$ cat config.mk
export PLATFORM = sky130hd
export DESIGN_NAME = svg_divider
export DESIGN_NICKNAME = d
export VERILOG_FILES = /design/src/design/svg_pkg.sv /design/src/design/svg_divider.sv
export SDC_FILE = /design/constraint.sdc
export NUM_CORES = 2
export LEC_CHECK = 0
export ABC_AREA = 1
export BUFFER_PORTS_ARGS = -buffer_cell sky130_fd_sc_hd__buf_2
export CORE_MARGIN = 2
export CORE_UTILIZATION = 50
export CTS_CLUSTER_DIAMETER = 60
export DETAILED_ROUTE_END_ITERATION = 10
export PLACE_DENSITY = 0.8
export REMOVE_ABC_BUFFERS = 1
export SYNTH_ARGS = -nofsm -noshare
export SYNTH_HDL_FRONTEND = slang
export SYNTH_SLANG_ARGS = --single-unit
$ cat constraint.sdc
create_clock -name i_clk -period 6.65 [get_ports i_clk]
set_clock_uncertainty 0.1 [all_clocks]
set_input_delay 1.33 -clock i_clk [delete_from_list [all_inputs] [get_ports i_clk]]
set_output_delay 1.33 -clock i_clk [all_outputs]
set_load 0.01 [all_outputs]
$ cat src/design/svg_pkg.sv
// Shared types, constants and arithmetic helpers of the sphere vertex generator.
`timescale 1ns / 1ps
package svg_pkg;

    localparam int FRAC_BITS       = 14;
    localparam int MAX_DIVISIONS   = 256;
    localparam int MIN_SECTORS     = 3;
    localparam int MIN_STACKS      = 2;
    localparam int TRIG_ITERATIONS = 16;
    localparam int DIV_STAGES      = 16;
    localparam int CORDIC_STAGES   = TRIG_ITERATIONS / 2;
    localparam int POS_W           = FRAC_BITS + 1;
    localparam int NORM_W          = FRAC_BITS + 2;

    localparam logic [31:0]        QUARTER_TURN = 32'h4000_0000;
    localparam logic signed [32:0] GAIN_Q30     = 33'sd652032875;

    typedef enum logic [0:0] {
        REG_SECTOR_COUNT = 1'b0,
        REG_STACK_COUNT  = 1'b1
    } t_reg_idx;

    typedef struct packed {
        logic valid;
        logic err;
    } t_ctl;

    typedef struct packed {
        logic signed [32:0] x;
        logic signed [32:0] y;
        logic signed [32:0] z;
    } t_cstate;

    typedef struct packed {
        t_cstate    st;
        t_cstate    se;
        logic [1:0] quad_st;
        logic [1:0] quad_se;
    } t_cpair;

    // Clamp a count into its usable range.
    function automatic logic [8:0] eff_count(input logic [8:0] v, input logic [8:0] lo);
        logic [8:0] r;
        if (v < lo) begin
            r = lo;
        end else if (v > 9'(MAX_DIVISIONS)) begin
            r = 9'(MAX_DIVISIONS);
        end else begin
            r = v;
        end
        return r;
    endfunction

    // One restoring long-division step: returns {quotient bit, new remainder}.
    function automatic logic [9:0] div_step(input logic [8:0] r, input logic [8:0] d);
        logic [9:0] r2;
        logic [9:0] diff;
        r2   = {r, 1'b0};
        diff = r2 - {1'b0, d};
        if (r2 >= {1'b0, d}) begin
            return {1'b1, diff[8:0]};
        end else begin
            return {1'b0, r2[8:0]};
        end
    endfunction

    // Arctangent of 2^-k in units of 2^-32 turn.
    function automatic logic signed [32:0] atan_turn(input int k);
        logic signed [32:0] a;
        case (k)
            0:  a = 33'sh020000000;
            1:  a = 33'sh012E4051E;
            2:  a = 33'sh009FB385B;
            3:  a = 33'sh0051111D4;
            4:  a = 33'sh0028B0D43;
            5:  a = 33'sh00145D7E1;
            6:  a = 33'sh000A2F61E;
            7:  a = 33'sh000517C55;
            8:  a = 33'sh00028BE53;
            9:  a = 33'sh000145F2F;
            10: a = 33'sh0000A2F98;
            11: a = 33'sh0000517CC;
            12: a = 33'sh000028BE6;
            13: a = 33'sh0000145F3;
            14: a = 33'sh00000A2F9;
            15: a = 33'sh00000517C;
            default: a = '0;
        endcase
        return a;
    endfunction

    // One rotation step of the CORDIC.
    function automatic t_cstate cordic_iter(input t_cstate s, input int k);
        t_cstate            o;
        logic signed [32:0] dx;
        logic signed [32:0] dy;
        dx = s.y >>> k;
        dy = s.x >>> k;
        if (s.z >= 0) begin
            o.x = s.x - dx;
            o.y = s.y + dy;
            o.z = s.z - atan_turn(k);
        end else begin
            o.x = s.x + dx;
            o.y = s.y - dy;
            o.z = s.z + atan_turn(k);
        end
        return o;
    endfunction

endpackage

$ cat src/design/svg_divider.sv
// Pipelined long division of both grid indices into turn fractions, two bits per stage.
`timescale 1ns / 1ps
module svg_divider (
    input  logic                i_clk,
    input  logic                i_rst_n,
    input  logic                i_en,
    input  logic                i_valid,
    input  logic [8:0]          i_stack_index,
    input  logic [8:0]          i_sector_index,
    input  logic [8:0]          i_stacks,
    input  logic [8:0]          i_sectors,
    output svg_pkg::t_ctl       o_ctl,
    output logic [31:0]         o_phase_st,
    output logic [31:0]         o_phase_se
);
    import svg_pkg::*;

    t_ctl        r_ctl   [DIV_STAGES];
    logic [8:0]  r_rem_st[DIV_STAGES];
    logic [8:0]  r_rem_se[DIV_STAGES];
    logic [32:0] r_q_st  [DIV_STAGES];
    logic [31:0] r_q_se  [DIV_STAGES];

    t_ctl        n_ctl   [DIV_STAGES];
    logic [8:0]  n_rem_st[DIV_STAGES];
    logic [8:0]  n_rem_se[DIV_STAGES];
    logic [32:0] n_q_st  [DIV_STAGES];
    logic [31:0] n_q_se  [DIV_STAGES];

    // Stage zero seeds the remainders; an index equal to its count gives a whole turn.
    logic        st_full;
    logic        se_full;
    logic        in_err;
    always_comb begin
        st_full = (i_stack_index == i_stacks);
        se_full = (i_sector_index == i_sectors);
        in_err  = (i_stack_index > i_stacks) || (i_sector_index > i_sectors);
    end

    genvar g;
    generate
        for (g = 0; g < DIV_STAGES; g++) begin : g_stage
            t_ctl        p_ctl;
            logic [8:0]  p_rs;
            logic [8:0]  p_re;
            logic [32:0] p_qs;
            logic [31:0] p_qe;

            if (g == 0) begin : g_seed
                always_comb begin
                    p_ctl = '{valid: i_valid, err: in_err};
                    p_rs  = (st_full || in_err) ? 9'd0 : i_stack_index;
                    p_re  = (se_full || in_err) ? 9'd0 : i_sector_index;
                    p_qs  = {32'd0, st_full};
                    p_qe  = '0;
                end
            end else begin : g_chain
                always_comb begin
                    p_ctl = r_ctl[g-1];
                    p_rs  = r_rem_st[g-1];
                    p_re  = r_rem_se[g-1];
                    p_qs  = r_q_st[g-1];
                    p_qe  = r_q_se[g-1];
                end
            end

            always_comb begin
                logic [9:0]  a;
                logic [9:0]  b;
                logic [9:0]  c;
                logic [9:0]  d;
                n_ctl[g]    = p_ctl;
                a = div_step(p_rs, i_stacks);
                b = div_step(a[8:0], i_stacks);
                c = div_step(p_re, i_sectors);
                d = div_step(c[8:0], i_sectors);
                n_rem_st[g] = b[8:0];
                n_rem_se[g] = d[8:0];
                n_q_st[g]   = {p_qs[30:0], a[9], b[9]};
                n_q_se[g]   = {p_qe[29:0], c[9], d[9]};
            end

            always_ff @(posedge i_clk) begin
                if (!i_rst_n) begin
                    r_ctl[g] <= '0;
                end else if (i_en) begin
                    r_ctl[g] <= n_ctl[g];
                end
            end

            always_ff @(posedge i_clk) begin
                if (i_en) begin
                    r_rem_st[g] <= n_rem_st[g];
                    r_rem_se[g] <= n_rem_se[g];
                    r_q_st[g]   <= n_q_st[g];
                    r_q_se[g]   <= n_q_se[g];
                end
            end
        end
    endgenerate

    // The stack angle runs down from a quarter turn by half the stack fraction.
    assign o_ctl      = r_ctl[DIV_STAGES-1];
    assign o_phase_st = QUARTER_TURN - r_q_st[DIV_STAGES-1][32:1];
    assign o_phase_se = r_q_se[DIV_STAGES-1];
endmodule

# ---- Word level (Yosys, flattened, before mapping)
# Memory sizes are Yosys's and may differ from the RTL's.
# Cells that the tools add are included.
dict set report word_totals {
  regBits 0
  word_cells 244
  ramBits 1360
  input_bits 40
  memories 5
}
# memory words word_bits read_ports rd_clocked_by_memory_dff write_ports line
set memory_table {}
lappend memory_table {r_q_st 16 33 16 0 16 svg_divider.sv:21} ;# logic [32:0] r_q_st [DIV_STAGES];
lappend memory_table {r_q_se 16 32 16 0 16 svg_divider.sv:22} ;# logic [31:0] r_q_se [DIV_STAGES];
lappend memory_table {r_rem_se 16 9 15 0 16 svg_divider.sv:20} ;# logic [8:0] r_rem_se[DIV_STAGES];
lappend memory_table {r_rem_st 16 9 15 0 16 svg_divider.sv:19} ;# logic [8:0] r_rem_st[DIV_STAGES];
lappend memory_table {r_ctl 16 2 16 0 16 svg_divider.sv:18} ;# t_ctl r_ctl [DIV_STAGES];
dict set report classes {
  n_addsub 65
  eq_ne 2
  n_lt_le_gt_ge 66
  n_bitwise 16
  reduce_logical 3
  muxes 87
}
# cell count
set ops {}
lappend ops {{10-bit by 9-bit >= comparator with 1-bit output} 64}
lappend ops {{10-bit two-way mux} 64}
lappend ops {{9-bit subtractor} 64}
lappend ops {{2-bit two-way mux} 16}
lappend ops {{31-bit by 32-bit subtractor with 32-bit output, first input constant} 1}
lappend ops {{9-bit == test} 2}
lappend ops {{9-bit > comparator} 2}
lappend ops {{9-bit two-way mux} 2}
lappend ops {{1-bit OR} 16}
lappend ops {{1-bit two-way mux} 5}
lappend ops {{1-bit logical OR} 3}

# ---- Depth between registers and ports, before layout
dict set report logic_depth {
  depth_word 8
  ltp_mapped 34
  mapped_depth_nobuf 33
}

# ---- Worst setup path before layout
# Ideal clock, no wire load.
dict set report synth_timing {
  path_type {input port to flip-flop}
  startpoint {in i_sectors[0]}
  endpoint {mem r_rem_se[7][0] (netlist: r_rem_se[0][63]) (data pin)}
  setup_ns 0.330
  stages 23
  setup_slack_ns -0.320
  t_arrival_ns 6.541
  required_time_ns 6.220
  path_cell_list {buf_6 inv_2 buf_2 clkbuf_1 clkbuf_1 clkbuf_1 fa_1 a31oi_1 o21ai_0 nand2_1 nand2_1 inv_1 buf_2 o21ai_0 ha_1 a21oi_1 nor2_1 a211oi_1 o21ai_1 a21o_1 nor2_4 buf_2 nor2_1}
}
# item line
set synth_lines {}
lappend synth_lines {{start: declaration} svg_divider.sv:11} ;# input logic [8:0] i_sectors,
lappend synth_lines {{end: declaration} svg_divider.sv:20}

==> reports/results.tsv <==
stage	metric	value	unit
placement	placedInstanceArea	0.0562	mm²
floorplanning	initial_core_util	0.504	
critical_path	timing.rr.start	r_rem_se[1][31]	
critical_path	slowest_delay	0.37	ns
finish	final_nets	6314	
timing	finalMaxSlewViolations	0	
run	cap_viol_max_count	0	
finish	regArea	0.0259	mm²
synthesis	synth_most_common_cell	nand2_1	
timing	worst_pin_slew	1.17	ns
timing	min_period	5.90	ns
clocking	clk_latency	0.68	ns
synthesis	avgSynthCellArea	9.77	µm²
timing	fin_crit_sh	0.888	
global_routing	grt_pass1_vias	37149	
finish	area_growth	10.5	%
critical_path	crit_top_cell	nand2_1	
critical_path	path_max_fanout	16	
floorplanning	die_w	332	µm
placement	hpwl	78900	µm
floorplanning	std_cell_rows	120	
timing	max-slew-margin-rel	0.220	
synthesis	netlist_area	0.0539	mm²
detailed_routing	drt-initial-drc-count	2918	
synthesis	synth_top_area_frac	0.480	
finish	fill_cells	8857	
placement	place_congestion	0.916	
placement	port_buffers	105	
detailed_routing	via_per_inst	5.45	
critical_path	endpoint_kind	flip-flop	
global_routing	grt_pass1_wl	184000	µm
detailed_routing	post_drt_wl_per_cell	15.8	µm
detailed_routing	vias	39116	
finish	final_cell_area	0.0595	mm²
critical_path	timing_worst_setup_path_type	primary input to flip-flop	
floorplanning	fp.coreArea	0.107	mm²
timing	max_freq	169	MHz
detailed_routing	drc_errors	0	
clocking	cts_sinks	861	
synthesis	seq_area_frac_synth	0.480	
hold_path	min-delay-start	r_q_st[0][33]	
clocking	clk_pin_slew	0.06	ns
synthesis	synth-main-ff-cell	edfxtp_1	
detailed_routing	finalWirelength	113000	µm
timing	worst_slack	0.746	ns
timing	setup_violations	0	
clocking	post_cts_buffers	0	
synthesis	yosys-top-cells-area	edfxtp_1 48%, ha_1 13%, nand2_1 8.3%	
critical_path	cp-startpoint	i_sectors[6]	
global_routing	grt_usage	0.202	
global_routing	overflow	0	
critical_path	worstPathArrival	6.20	ns
detailed_routing	first_pass_iters	6	
clocking	cts-buffers-inserted	97	
finish	drive_gt1_frac	0.0788	
critical_path	critPathSlowestCell	nand2_1	
synthesis	synth-async-reset-ratio	0	
synthesis	synth-edff-count	861	
run_status	status	finished, final reports clean	
critical_path	critPathLaunchType	primary input	
finish	multi_input_area	0.0258	mm²
critical_path	required	6.94	ns
detailed_routing	antenna_left	0	
global_routing	antenna_found_initial	7	
clocking	clockBufferDepth	3	
clocking	htreeDepth	3	
hold_path	hold_path.class	flip-flop to flip-flop	
timing	fin_hold_ws	0.287	ns
clocking	root_buffer	clkbuf_16	
floorplanning	die_h	332	µm
synthesis	synth_seq_cells	861	
synthesis	syn_inst	5512	
timing	tns	0	ns
synthesis	synth.distinct_cells	52	
placement	preCtsSetupSlack	-0.134	ns
synthesis	synth_warnings	0	
timing	grt_setup_unrepaired	false	
global_routing	grt_max_degree	181	
critical_path	regToRegSetupSlack	2.42	ns
timing	hold_viol	0	
clocking	cts_tree	yes	
floorplanning	io_pins	106	
synthesis	yosysTopAreaCell	edfxtp_1	
synthesis	synth_common_cells	1,186 x nand2_1, 861 x edfxtp_1, 553 x ha_1, 442 x inv_1, 409 x a21oi_1	
floorplanning	dieArea	0.110	mm²
[path summary, 6_finish.rpt]
kind,end,depth (start not counted)
min reg2reg,r_q_st[0][68],0
max,r_rem_st[0][1],28
max reg2reg,r_rem_se[1][43],20
min,r_q_st[0][68],0
[metrics by stage]
step / utilization / cells
2_1_floorplan: - / 5427
3_3_place_gp: 0.526 / 6994
3_5_place_dp: 0.526 / 6994
4_1_cts: 0.557 / 7168
5_1_grt: 0.557 / 7169
6_report: 0.557 / 7171
[cells in the final DEF (no fill, tap or decap), drive strengths merged, types with 108 or more instances in the layout]
cell / n
nand2: 1190
edfxtp: 861
ha: 553
inv: 464
o21ai: 441
a21oi: 419
nor2: 383
nand3: 231
xnor2: 208
xor2: 206
buf: 164
clkbuf: 111
nand4: 108
[state kept, by name, summed over array words and instances, names as in the netlist]
register / flops
r_rem_se: 135
r_rem_st: 135
r_q_se: 272
r_q_st: 287
r_ctl: 32
[cell families after synthesis]
family	share of synthesized area
DFF	0.480
AOI/OAI and AO/OA	0.106
and+or+nand+nor	0.165
xor gates and xnor gates	0.0673
adders and majority gates	0.140
buffers and inverters	0.0418
[metal layers]
layer | GRT usage | up-vias | routed length, µm
met2 | 0.335 | 1011 | 52500
li1 | - | 19744 | -
met5 | 0 | - | 61
met4 | 0.0684 | 10 | 3110
met3 | 0.0329 | 241 | 7180
met1 | 0.268 | 18110 | 50200
[critical path, delay by kind of cell]
| kind | cells | cell delay [ns] |
|---|---|---|
| adders and majority gates | 3 | 0.94 |
| and+or+nand+nor | 14 | 2.17 |
| AOI/OAI and AO/OA | 6 | 1.22 |
| buffers and inverters | 5 | 0.50 |
[cell type report]
class | count | share of cell area
well taps | 1403 | 0.0295
clock inverters | 63 | 0.0128
inverters | 461 | 0.0292
clock buffers | 111 | 0.0420
diodes | 3 | 0.000126
flip-flops and latches | 861 | 0.434
repair buffers | 164 | 0.0188
multi-input cells | 4105 | 0.433
[what timing repair did]
item / CTS / global route
endpoints found under the setup margin: 0 / 9
resized for setup: 0 / 4
hold buffers: 0 / 0
Power is left out: the tool's default activity adds up to more than one toggle a clock period on the data nets, which glitch-free logic cannot reach.
